--- src/sv/qgi_pkg.sv ---
package qgi_pkg;

  // component format: signed COMP_W bits, Q1.(COMP_W-2)
  localparam int COMP_W   = 16;
  localparam int FRAC     = COMP_W - 2;
  localparam int RATE_W   = 16;
  localparam int RATE_FRAC = 9;
  localparam int DT_W     = 16;
  localparam int DT_SHIFT = 21;
  localparam logic [DT_W-1:0] PERIOD_RESET = 16'd1049;

  typedef struct packed {
    logic signed [RATE_W-1:0] rate_x;
    logic signed [RATE_W-1:0] rate_y;
    logic signed [RATE_W-1:0] rate_z;
  } qgi_in_t;

  typedef struct packed {
    logic signed [COMP_W-1:0] quat_w;
    logic signed [COMP_W-1:0] quat_x;
    logic signed [COMP_W-1:0] quat_y;
    logic signed [COMP_W-1:0] quat_z;
    logic                     fell_back;
  } qgi_out_t;

  typedef enum logic [3:0] {
    ST_IDLE,
    ST_QMUL,
    ST_QACC,
    ST_DMUL,
    ST_DACC,
    ST_SQMUL,
    ST_SQACC,
    ST_CHECK,
    ST_SQRT,
    ST_DIVINIT,
    ST_DIV,
    ST_DIVEND,
    ST_OUT
  } qgi_state_t;

  // hamilton product q (x) (0, g): orientation term index per component and term
  function automatic logic [1:0] qd_qidx(input logic [1:0] c, input logic [1:0] t);
    logic [1:0] r;
    unique case ({c, t})
      4'b00_00: r = 2'd1;
      4'b00_01: r = 2'd2;
      4'b00_10: r = 2'd3;
      4'b01_00: r = 2'd0;
      4'b01_01: r = 2'd2;
      4'b01_10: r = 2'd3;
      4'b10_00: r = 2'd0;
      4'b10_01: r = 2'd1;
      4'b10_10: r = 2'd3;
      4'b11_00: r = 2'd0;
      4'b11_01: r = 2'd1;
      4'b11_10: r = 2'd2;
      default:  r = 2'd0;
    endcase
    return r;
  endfunction

  // rate index per component and term
  function automatic logic [1:0] qd_gidx(input logic [1:0] c, input logic [1:0] t);
    logic [1:0] r;
    unique case ({c, t})
      4'b00_00: r = 2'd0;
      4'b00_01: r = 2'd1;
      4'b00_10: r = 2'd2;
      4'b01_00: r = 2'd0;
      4'b01_01: r = 2'd2;
      4'b01_10: r = 2'd1;
      4'b10_00: r = 2'd1;
      4'b10_01: r = 2'd2;
      4'b10_10: r = 2'd0;
      4'b11_00: r = 2'd2;
      4'b11_01: r = 2'd1;
      4'b11_10: r = 2'd0;
      default:  r = 2'd0;
    endcase
    return r;
  endfunction

  // term is subtracted
  function automatic logic qd_neg(input logic [1:0] c, input logic [1:0] t);
    logic r;
    unique case ({c, t})
      4'b00_00, 4'b00_01, 4'b00_10: r = 1'b1;
      4'b01_10, 4'b10_01, 4'b11_10: r = 1'b1;
      default:                      r = 1'b0;
    endcase
    return r;
  endfunction

endpackage

--- src/sv/quaternion_gyro_integrator.sv ---
// First-order gyro integrator: holds an orientation quaternion (identity after reset),
// and for each item of three body rates (Q6.9 rad/s) adds 0.5*q(x)(0,w)*dt, saturates,
// then renormalizes through an integer square root and four divisions. A near-zero
// norm restores the identity and sets fell_back. cfg_wdata sets dt in 2^-20 s and is to be
// written by the user only while idle; the block itself does not enforce this. Each item
// makes 20 passes through the one shared multiplier, then runs a square root that settles
// one root bit per cycle and a restoring divider that settles one quotient bit per cycle
// for each component, with a setup step before and a write-back step after each division.
// in_ready is high only between items; a finished result waits in the output register
// while the next item is taken.
module quaternion_gyro_integrator (
  input  logic                clk,
  input  logic                rst_n,
  input  logic                in_valid,
  output logic                in_ready,
  input  qgi_pkg::qgi_in_t    in_data,
  output logic                out_valid,
  input  logic                out_ready,
  output qgi_pkg::qgi_out_t   out_data,
  input  logic                cfg_we,
  input  logic [15:0]         cfg_wdata
);
  import qgi_pkg::*;

  localparam int AW    = COMP_W + 12;           // multiplier a operand
  localparam int BW    = (COMP_W > DT_W + 1) ? COMP_W : DT_W + 1;
  localparam int PW    = AW + BW;
  localparam int ACW   = COMP_W + RATE_W + 2;   // qdot accumulator
  localparam int NW    = 2 * COMP_W + 1;        // squared norm
  localparam int SW    = 2 * COMP_W + 2;        // sqrt shift register
  localparam int RTW   = COMP_W + 1;            // root
  localparam int RMW   = COMP_W + 4;            // sqrt remainder
  localparam int SQ_IT = COMP_W + 1;
  localparam int DV_IT = FRAC + 1;
  localparam int DW    = COMP_W + FRAC + 3;
  localparam int DRW   = COMP_W + 4;
  localparam int ITW   = $clog2(SQ_IT + 1);
  localparam longint unsigned THRESH =
    ((64'd1 << (2 * FRAC)) + 64'd999999999999) / 64'd1000000000000;
  localparam logic signed [COMP_W-1:0] ONE  = COMP_W'(1) << FRAC;
  localparam logic signed [COMP_W-1:0] CMAX = {1'b0, {(COMP_W-1){1'b1}}};
  localparam logic signed [COMP_W-1:0] CMIN = {1'b1, {(COMP_W-1){1'b0}}};

  qgi_state_t state_r, state_nxt;

  logic [DT_W-1:0]          dt_r;
  logic signed [COMP_W-1:0] q_r  [4];
  logic signed [COMP_W-1:0] nv_r [4];
  logic signed [RATE_W-1:0] g_r  [3];
  logic [1:0]               c_r;
  logic [1:0]               t_r;
  logic [ITW-1:0]           it_r;
  logic signed [PW-1:0]     prod_r;
  logic signed [ACW-1:0]    acc_r;
  logic [NW-1:0]            norm_r;
  logic [SW-1:0]            sn_r;
  logic [RMW-1:0]           rem_r;
  logic [RTW-1:0]           root_r;
  logic [DRW-1:0]           drem_r;
  logic [FRAC:0]            dlow_r;
  logic [FRAC:0]            dq_r;
  logic                     dneg_r;
  logic                     fell_r;
  logic                     out_valid_r;
  qgi_out_t                 out_r;

  // control decoded from state
  logic                     take_item;
  logic                     load_out;
  logic                     last_term;
  logic                     last_comp;
  logic                     sqrt_done;
  logic                     div_done;
  logic                     small_norm;

  // shared multiplier operands
  logic signed [AW-1:0]     mul_a;
  logic signed [BW-1:0]     mul_b;
  logic signed [ACW-1:0]    rnd_acc;
  logic signed [PW-1:0]     dsum;
  logic signed [PW-1:0]     csum;
  logic signed [COMP_W-1:0] csat;
  logic [1:0]               qi;
  logic [1:0]               gi;
  logic [RMW-1:0]           sq_try;
  logic [RMW-1:0]           sq_rem;
  logic [DW-1:0]            dnum;
  logic [COMP_W-1:0]        mag;
  logic [DRW-1:0]           dtry;
  logic [DRW-1:0]           ddiv;

  // next state
  always_comb begin
    state_nxt = state_r;
    unique case (state_r)
      ST_IDLE:    if (in_valid) state_nxt = ST_QMUL;
      ST_QMUL:    state_nxt = ST_QACC;
      ST_QACC:    state_nxt = last_term ? ST_DMUL : ST_QMUL;
      ST_DMUL:    state_nxt = ST_DACC;
      ST_DACC:    state_nxt = ST_SQMUL;
      ST_SQMUL:   state_nxt = ST_SQACC;
      ST_SQACC:   state_nxt = last_comp ? ST_CHECK : ST_QMUL;
      ST_CHECK:   state_nxt = small_norm ? ST_OUT : ST_SQRT;
      ST_SQRT:    if (sqrt_done) state_nxt = ST_DIVINIT;
      ST_DIVINIT: state_nxt = ST_DIV;
      ST_DIV:     if (div_done) state_nxt = ST_DIVEND;
      ST_DIVEND:  state_nxt = last_comp ? ST_OUT : ST_DIVINIT;
      ST_OUT:     if (!out_valid_r || out_ready) state_nxt = ST_IDLE;
      default:    state_nxt = ST_IDLE;
    endcase
  end

  // control outputs
  always_comb begin
    in_ready   = (state_r == ST_IDLE);
    take_item  = in_valid && (state_r == ST_IDLE);
    load_out   = (state_r == ST_OUT) && (!out_valid_r || out_ready);
    last_term  = (t_r == 2'd2);
    last_comp  = (c_r == 2'd3);
    sqrt_done  = (it_r == ITW'(SQ_IT - 1));
    div_done   = (it_r == ITW'(DV_IT - 1));
    small_norm = (norm_r < NW'(THRESH));
  end

  // operand select for the shared multiplier
  always_comb begin
    qi      = qd_qidx(c_r, t_r);
    gi      = qd_gidx(c_r, t_r);
    rnd_acc = (acc_r + ACW'(1 << (RATE_FRAC - 1))) >>> RATE_FRAC;
    mul_a   = '0;
    mul_b   = '0;
    unique case (state_r)
      ST_QMUL: begin
        mul_a = AW'(q_r[qi]);
        mul_b = BW'(g_r[gi]);
      end
      ST_DMUL: begin
        mul_a = AW'(rnd_acc);
        mul_b = BW'(signed'({1'b0, dt_r}));
      end
      ST_SQMUL: begin
        mul_a = AW'(nv_r[c_r]);
        mul_b = BW'(nv_r[c_r]);
      end
      default: begin
        mul_a = '0;
        mul_b = '0;
      end
    endcase
  end

  // increment, sum and saturation
  always_comb begin
    dsum = (prod_r + PW'(1 << (DT_SHIFT - 1))) >>> DT_SHIFT;
    csum = PW'(q_r[c_r]) + dsum;
    if (csum > PW'(CMAX)) csat = CMAX;
    else if (csum < PW'(CMIN)) csat = CMIN;
    else csat = csum[COMP_W-1:0];
  end

  // square root and divider steps
  always_comb begin
    sq_rem = {rem_r[RMW-3:0], sn_r[SW-1:SW-2]};
    sq_try = RMW'({root_r, 2'b01});
    mag    = nv_r[c_r][COMP_W-1] ? COMP_W'(-nv_r[c_r]) : COMP_W'(nv_r[c_r]);
    dnum   = (DW'(mag) << (FRAC + 1)) + DW'(root_r);
    dtry   = {drem_r[DRW-2:0], dlow_r[FRAC]};
    ddiv   = DRW'({root_r, 1'b0});
  end

  // datapath registers
  always_ff @(posedge clk) begin
    if (cfg_we) dt_r <= cfg_wdata;
    prod_r <= PW'(mul_a * mul_b);
    unique case (state_r)
      ST_IDLE: begin
        c_r <= 2'd0;
        t_r <= 2'd0;
        if (take_item) begin
          g_r[0] <= in_data.rate_x;
          g_r[1] <= in_data.rate_y;
          g_r[2] <= in_data.rate_z;
          norm_r <= '0;
        end
      end
      ST_QACC: begin
        if (t_r == 2'd0)
          acc_r <= qd_neg(c_r, t_r) ? -ACW'(prod_r) : ACW'(prod_r);
        else
          acc_r <= qd_neg(c_r, t_r) ? acc_r - ACW'(prod_r) : acc_r + ACW'(prod_r);
        t_r <= last_term ? 2'd0 : t_r + 2'd1;
      end
      ST_DACC: nv_r[c_r] <= csat;
      ST_SQACC: begin
        norm_r <= norm_r + NW'(prod_r[2*COMP_W-1:0]);
        c_r    <= c_r + 2'd1;
      end
      ST_CHECK: begin
        sn_r   <= SW'(norm_r);
        rem_r  <= '0;
        root_r <= '0;
        it_r   <= '0;
        fell_r <= small_norm;
        if (small_norm) begin
          q_r[0] <= ONE;
          q_r[1] <= '0;
          q_r[2] <= '0;
          q_r[3] <= '0;
        end
      end
      ST_SQRT: begin
        sn_r <= sn_r << 2;
        it_r <= it_r + ITW'(1);
        if (sq_rem >= sq_try) begin
          rem_r  <= sq_rem - sq_try;
          root_r <= {root_r[RTW-2:0], 1'b1};
        end else begin
          rem_r  <= sq_rem;
          root_r <= {root_r[RTW-2:0], 1'b0};
        end
      end
      ST_DIVINIT: begin
        drem_r <= DRW'(dnum >> (FRAC + 1));
        dlow_r <= dnum[FRAC:0];
        dneg_r <= nv_r[c_r][COMP_W-1];
        dq_r   <= '0;
        it_r   <= '0;
      end
      ST_DIV: begin
        dlow_r <= dlow_r << 1;
        it_r   <= it_r + ITW'(1);
        if (dtry >= ddiv) begin
          drem_r <= dtry - ddiv;
          dq_r   <= {dq_r[FRAC-1:0], 1'b1};
        end else begin
          drem_r <= dtry;
          dq_r   <= {dq_r[FRAC-1:0], 1'b0};
        end
      end
      ST_DIVEND: begin
        q_r[c_r] <= dneg_r ? -COMP_W'(dq_r) : COMP_W'(dq_r);
        c_r      <= c_r + 2'd1;
      end
      default: ;
    endcase
    if (load_out) begin
      out_r.quat_w    <= q_r[0];
      out_r.quat_x    <= q_r[1];
      out_r.quat_y    <= q_r[2];
      out_r.quat_z    <= q_r[3];
      out_r.fell_back <= fell_r;
    end
    if (!rst_n) begin
      dt_r   <= PERIOD_RESET;
      q_r[0] <= ONE;
      q_r[1] <= '0;
      q_r[2] <= '0;
      q_r[3] <= '0;
    end
  end

  // control registers
  always_ff @(posedge clk) begin
    if (!rst_n) begin
      state_r     <= ST_IDLE;
      out_valid_r <= 1'b0;
    end else begin
      state_r <= state_nxt;
      if (load_out) out_valid_r <= 1'b1;
      else if (out_ready) out_valid_r <= 1'b0;
    end
  end

  assign out_valid = out_valid_r;
  assign out_data  = out_r;

`ifndef SYNTHESIS
  // a fallback result is the identity
  a_fell_identity: assert property (@(posedge clk) disable iff (!rst_n)
    out_valid_r && out_r.fell_back |->
      out_r.quat_w == ONE && out_r.quat_x == '0 && out_r.quat_y == '0 && out_r.quat_z == '0)
    else $error("fallback result is not the identity");

  // an accepted item starts the sequencer
  a_start: assert property (@(posedge clk) disable iff (!rst_n)
    in_valid && in_ready |=> state_r == ST_QMUL)
    else $error("accepted item did not start");

  // normalized w and x components stay within one
  a_unit: assert property (@(posedge clk) disable iff (!rst_n)
    out_valid_r |-> out_r.quat_w <= ONE && out_r.quat_w >= -ONE &&
                    out_r.quat_x <= ONE && out_r.quat_x >= -ONE)
    else $error("component beyond unit range");
`endif

endmodule
--- config.mk ---
export PLATFORM = sky130hd
export DESIGN_NAME = quaternion_gyro_integrator
export DESIGN_NICKNAME = d
export VERILOG_FILES = /design/src/sv/qgi_pkg.sv /design/src/sv/quaternion_gyro_integrator.sv
export SDC_FILE = /design/constraint.sdc
export NUM_CORES = 2
export LEC_CHECK = 0
export ABC_AREA = 0
export BUFFER_PORTS_ARGS = -buffer_cell sky130_fd_sc_hd__buf_2
export CAP_MARGIN = 20
export CORE_AREA = 2 2 336 338
export CTS_CLUSTER_SIZE = 8
export DETAILED_ROUTE_END_ITERATION = 8
export DIE_AREA = 0 0 338 340
export REMOVE_ABC_BUFFERS = 1
export SLEW_MARGIN = 20
export SYNTH_ARGS = -nofsm -noshare
export SYNTH_HDL_FRONTEND = slang
export SYNTH_SLANG_ARGS = --single-unit
--- constraint.sdc ---
create_clock -name clk -period 23.5 [get_ports clk]
set_input_delay 3.525 -clock clk [delete_from_list [all_inputs] [get_ports clk]]
set_output_delay 3.525 -clock clk [all_outputs]
set_load 0.01 [all_outputs]
# After elaboration in Yosys (flattened, before gate mapping)
# Memories as Yosys holds them, arrays and structs flattened. A register that Yosys moved wholly into a read port is not among the register bits.
# Cells that the tools add are included.
word_totals:
  reg_bits: 263
  latchBits: 0
  ram_bits: 176
  mem_bits_ro: 64
  out_inout_bits: 67
  mem_count: 5
memory_table:
  columns: ["memory", "words", "width", "rd", "rd_ports_with_merged_regs", "wr", "line", "source"]
  rows:
  - ["nv_r", 4, 16, 1, 1, 1, "quaternion_gyro_integrator.sv:48", "logic signed [COMP_W-1:0] nv_r [4];"]
  - ["q_r", 4, 16, 6, 5, 4, "quaternion_gyro_integrator.sv:47", "logic signed [COMP_W-1:0] q_r [4];"]
  - ["g_r", 3, 16, 1, 0, 3, "quaternion_gyro_integrator.sv:49", "logic signed [RATE_W-1:0] g_r [3];"]
  - ["(name not given)", 16, 2, 1, 0, 0, "qgi_pkg.sv:45", "unique case ({c, t})"]
  - ["(name not given)", 16, 2, 1, 0, 0, "qgi_pkg.sv:66", "unique case ({c, t})"]
op_classes:
  n_addsub: 15
  n_mul: 1
  div_mod_pow: 0
  magnitude_cmp: 5
  n_eq_ne: 30
  n_shift: 0
  n_mux: 61
  n_bitwise: 16
  reduce_logical: 21
op_table:
  columns: ["operator", "count"]
  rows:
  - ["$mux W16", 9]
  - ["$mux W34", 3]
  - ["$pmux W28 S3", 1]
  - ["$pmux W34 S2", 1]
  - ["$pmux W33 S2", 1]
  - ["$pmux W15 S2", 2]
  - ["$pmux W4 S13", 1]
  - ["$pmux W17 S3", 1]
  - ["$add A45 B22 Y45 const B", 1]
  - ["$mul A28 B17 Y45", 1]
  - ["$pmux W19 S2", 1]
  - ["$pmux W18 S2", 1]
  - ["$add A34 B10 Y34 const B", 1]
  - ["$add A34 B34 Y34", 1]
  - ["$neg A34 Y34", 1]
  - ["$pmux W17 S2", 1]
  - ["$sub A34 B34 Y34", 1]
  - ["$add A33 B32 Y33", 1]
  - ["$lt A33 B1 Y1 const B", 1]
  - ["$mux W33", 1]
  - ["$add A31 B17 Y32", 1]
  - ["$eq A4 B4 Y1 const B", 7]
  - ["$add A16 B24 Y25", 1]
  - ["$gt A25 B16 Y1 const B", 1]
  - ["other kinds (39)", 108]

# Longest topological paths before layout
depth:
  ltp_word: 9
  ltp_mapped: 36

# Worst setup path after synthesis
# No wires, ideal clock.
synth_timing:
  kind: "input port to flip-flop"
  startpoint: "in out_ready"
  endpoint: "reg out_r (netlist bit out_data[0]), enable pin"
  setup_time_ns: 0.648
  arrival_ns: 9.739
  required_time_ns: 22.852
  setup_slack_ns: 13.112
  cell_stages: 2
  path_buffers: 0
  cell_sequence: "nor2b_1 > nor4_1"
synth_between:
  elab_chain_len: 2
synth_lines:
  columns: ["item", "line", "source"]
  rows:
  - ["start: declaration", "quaternion_gyro_integrator.sv:18", "input logic out_ready,"]
  - ["$logic_or A1 B1 Y1", "quaternion_gyro_integrator.sv:117", "load_out = (state_r == ST_OUT) && (!out_valid_r || out_ready);"]
  - ["$logic_and A1 B1 Y1", "quaternion_gyro_integrator.sv:117", null]
  - ["named net load_out", "quaternion_gyro_integrator.sv:69", "logic load_out;"]
  - ["end: declaration", "quaternion_gyro_integrator.sv:65", "qgi_out_t out_r;"]
# The timed path passes the listed nets, and every way through them passes these cells.
# A chain may end at the register's enable or synchronous reset.

# Worst setup path in the final report
layout_timing:
  startpoint: "reg t_r[0]"
  endpoint: "reg prod_r[38]"
layout_between:
  elab_chain_len: 4
  word_cells_on_any_way: 7
  cone_classes: "mul (1); mux (2); memory (4)"
layout_lines:
  columns: ["item", "line", "source"]
  rows:
  - ["start: declaration", "quaternion_gyro_integrator.sv:51", "logic [1:0] t_r;"]
  - ["start signal: assignment", "quaternion_gyro_integrator.sv:191", "t_r <= last_term ? 2'd0 : t_r + 2'd1;"]
  - ["$mem_v2 Z16 W2 (on tied branches)", null, null]
  - ["$mem_v2 Z4 W16 / $mem_v2 Z3 W16 (equally long branches)", null, null]
  - ["$pmux W28 S3 / $pmux W17 S3 (equally long branches)", "quaternion_gyro_integrator.sv:132", "unique case (state_r)"]
  - ["$mul A28 B17 Y45 (*)", "quaternion_gyro_integrator.sv:174", "prod_r <= PW'(mul_a * mul_b);"]
  - ["end signal: assignment", "quaternion_gyro_integrator.sv:174", null]
  - ["end: declaration", "quaternion_gyro_integrator.sv:53", "logic signed [PW-1:0] prod_r;"]
# Every way passes the cells marked *; elsewhere a longest branch is shown, timed or not.

==> results.yml <==
floorplanning:
  io_pins: 136
  die_width_um: 338
  die_height_um: 340
  initial_utilization: 0.395
  rows: 123
  die-area_sq_um: 115000
  core_sq_um: 112000
synthesis:
  synth.area.top_cells: "edfxtp_1 30%, fa_1 20%, ha_1 7.0%"
  synth_area_leader_cell: "edfxtp_1"
  synth-warning-count: 0
  synth_cell_types: 87
  synth_flop_cell: "edfxtp_1"
  syn_area_sq_um: 44100
  async_flop_share: 0
  netlist_instances: 4460
  ys_seq_elements: 505
  synth-edff-count: 437
  syn_avg_cell_area_sq_um: 9.89
  netlist.area_leader.share: 0.298
  yosysSeqAreaShare: 0.328
clock_tree:
  cts_buffers: 74
  clkTransAtPathRegs_ns: 0.05
  post-cts-setup-buffer-count: 0
  cts_tree: "yes"
  ctsResizeCount: 0
  root_buffer: "clkbuf_16"
  cts_sinks: 505
  clkLatencyLatePin_ns: 0.64
  hold_buffers: 0
  clock_path_buffers: 3
  h-tree-depth: 3
power:
  max-vdd-ir-drop_v: 0.0000715
  p_per_area_nw_per_um2: 140
  p_leak_nw: 21.1
  p_sw_mw: 3.30
  seqPwrFrac: 0.214
  p_comb_frac: 0.638
  power_mw: 6.83
  p_int_mw: 3.52
  switching_share: 0.484
  p_clk_frac: 0.148
global_routing:
  overflow: 0
  grt_max_degree: 70
  grt_pass1_wl_um: 190000
  antenna_found_initial: 3
  grtUsageTotal: 0.214
  grt_pass1_vias: 32400
final_layout:
  finalNetCount: 5296
  final_layout_size_suffix_gt1_frac: 0.0838
  fillers: 10700
  area_growth_pct: 10.3
  antennaDiodeCount: 0
  layout_common_cells: "595 x nor2_1, 556 x inv_1, 467 x nand2_1, 437 x edfxtp_1, 434 x fa_1"
  fin_util: 0.436
  layout_commonest_cell: "nor2_1"
  stdcell_area_sq_um: 48700
  layoutNonFillerInstCount: 6105
timing:
  fin_ws_ns: 13.11
  worst-slew-pin-transition_ns: 1.09
  final_max_slew_viol_count: 0
  fin_crit_sh: 0.442
  timing.fmax_ghz: 0.0962
  setup_tns_ns: 0
  hold-worst-slack_ns: 0.425
  slew_headroom: 0.272
  setup_viol: 0
  grt_setup_unrepaired: "no"
  finalCriticalPeriod_ns: 10.39
  skew_ns: 0.0410
  hold_violations: 0
drt:
  wl_per_cell_um: 20.0
  drc: 0
  dr.pass1.iters: 7
  highest_layer: "met4"
  dr_wl_met2_um: 56300
  vias_per_cell: 5.34
  drt_wl_total_um: 122000
  ant_nets: 0
  vias: 32600
  wl_met3_um: 9330
  drt-initial-drc-count: 2808
  m1WireLength_um: 53400
worst_hold_path:
  whs_path_depth: 0
  hp-class: "reg2reg"
  hold_start: "fell_r$_DFFE_PP_"
  holdPathEnd: "out_data[0]$_DFFE_PP_"
place:
  dp_hpwl_um: 93500
  pre_cts_ws_ns: 13.23
  place.gp.congestion: 0.909
  portBuffers: 135
  dpl_cell_area_sq_um: 46500
  dp.cells: 5969
setup_path:
  max_stage_delay_ns: 0.81
  critPathArrivalTime_ns: 10.88
  r2r_cells: 31
  worstSetupPathType: "reg2reg"
  timing.rr.end: "prod_r[38]$_DFF_P_"
  cpMaxStageDelayCell: "a2111oi_1"
  worst_setup_path_end_kind: "register"
  rrSetupSlack_ns: 13.11
  reg2reg_from: "t_r[0]$_SDFFCE_PP0P_"
  critPathLaunchType: "register"
  cp.required_ns: 23.99
  cpMostUsedCell: "fa_1"
  worstPathMaxFanout: 69
status:
  status: "complete, no violations"
job:
  cap_violations: 0
[layout make-up]
type	instances	area [sq um]	area share
repair buffers	189	1090	0.0224
inverters	556	2090	0.0429
clock inverters	8	86.3	0.00177
well taps	1500	1880	0.0386
multi-input cells	3220	27000	0.554
flip-flops and latches	505	14500	0.298
clock buffers	127	2070	0.0426
[cell usage after synthesis, types with 8 or more instances]
master and count:
o21ai_0 145, nand2b_1 45, buf_1 14, or3_1 30
mux2i_1 86, clkbuf_1 157, a21boi_0 12, a21o_1 66
ha_1 247, a21oi_1 162, a31oi_1 24, o21ai_1 22
o41ai_1 8, a211oi_1 22, nand4_1 19, xnor2_1 167
edfxtp_1 437, nor4_1 22, or2_2 22, and4_1 9
nor2_1 599, inv_1 556, and2_1 28, nand2_1 469
o31ai_1 20, mux4_2 40, nand3_1 65, o21bai_1 17
xor2_1 112, and3_1 46, dfxtp_1 68, o211ai_1 16
fa_1 434, nor2b_1 35, o21a_1 49, nor3_1 56
[registers in the layout, summed over array words and instances, names as in the netlist, 33 cells and up, named ones only]
register / count
out_data: 65
nv_r: 64
q_r: 64
g_r: 48
prod_r: 45
acc_r: 34
sn_r: 34
norm_r: 33
[kinds of logic (layout without fill, tap and decap cells)]
| kind of cell | Yosys count | in the layout | synth area share |
|---|---|---|---|
| multiplexers | 136 | 136 | 0.0439 |
| buffers and inverters | 735 | 880 | 0.0633 |
| XOR/XNOR | 279 | 279 | 0.0554 |
| adder cells (fa/ha/maj) | 681 | 681 | 0.267 |
| AND/OR/NAND/NOR | 1482 | 1482 | 0.149 |
| flip-flops | 505 | 505 | 0.328 |
| AO/OA/AOI/OAI | 642 | 642 | 0.0934 |
[worst max-delay path, delay by kind of cell, from the launching register on]
kind	cells	cell delay, ns
AO/OA/AOI/OAI	9	3.43
adder cells (fa/ha/maj)	8	3.68
flip-flops	1	0.41
multiplexers	1	0.39
AND/OR/NAND/NOR	5	0.85
buffers and inverters	8	1.48
[power by group through the flow]
| stage | clock network (mW) | registers, mW | logic, mW |
|---|---|---|---|
| floorplan | 0 | 1.41 | 3.17 |
| global placement | 0 | 1.47 | 4.26 |
| detailed placement | 0 | 1.47 | 4.31 |
| CTS | 1.03 | 1.46 | 4.34 |
| global route | 1.06 | 1.48 | 4.85 |
| finish | 1.01 | 1.46 | 4.35 |
[routing by layer]
| layer | up-vias | global-route usage |
|---|---|---|
| met5 | - | 0 |
| met3 | 159 | 0.0330 |
| li1 | 15100 | - |
| met2 | 1087 | 0.337 |
| met1 | 16200 | 0.306 |
| met4 | 0 | 0.0581 |
[how the worst max path moves through the flow]
stage                         startpoint            endpoint  cells after the start
finish              t_r[0]$_SDFFCE_PP0P_  prod_r[38]$_DFF_P_                     31
global route        t_r[0]$_SDFFCE_PP0P_  prod_r[38]$_DFF_P_                     30
CTS                 t_r[0]$_SDFFCE_PP0P_  prod_r[38]$_DFF_P_                     29
detailed placement  t_r[0]$_SDFFCE_PP0P_  prod_r[38]$_DFF_P_                     31
global placement    t_r[0]$_SDFFCE_PP0P_  prod_r[38]$_DFF_P_                     31
floorplan           t_r[0]$_SDFFCE_PP0P_  prod_r[38]$_DFF_P_                     27
No activity file was read; power rests on OpenSTA's default activity.
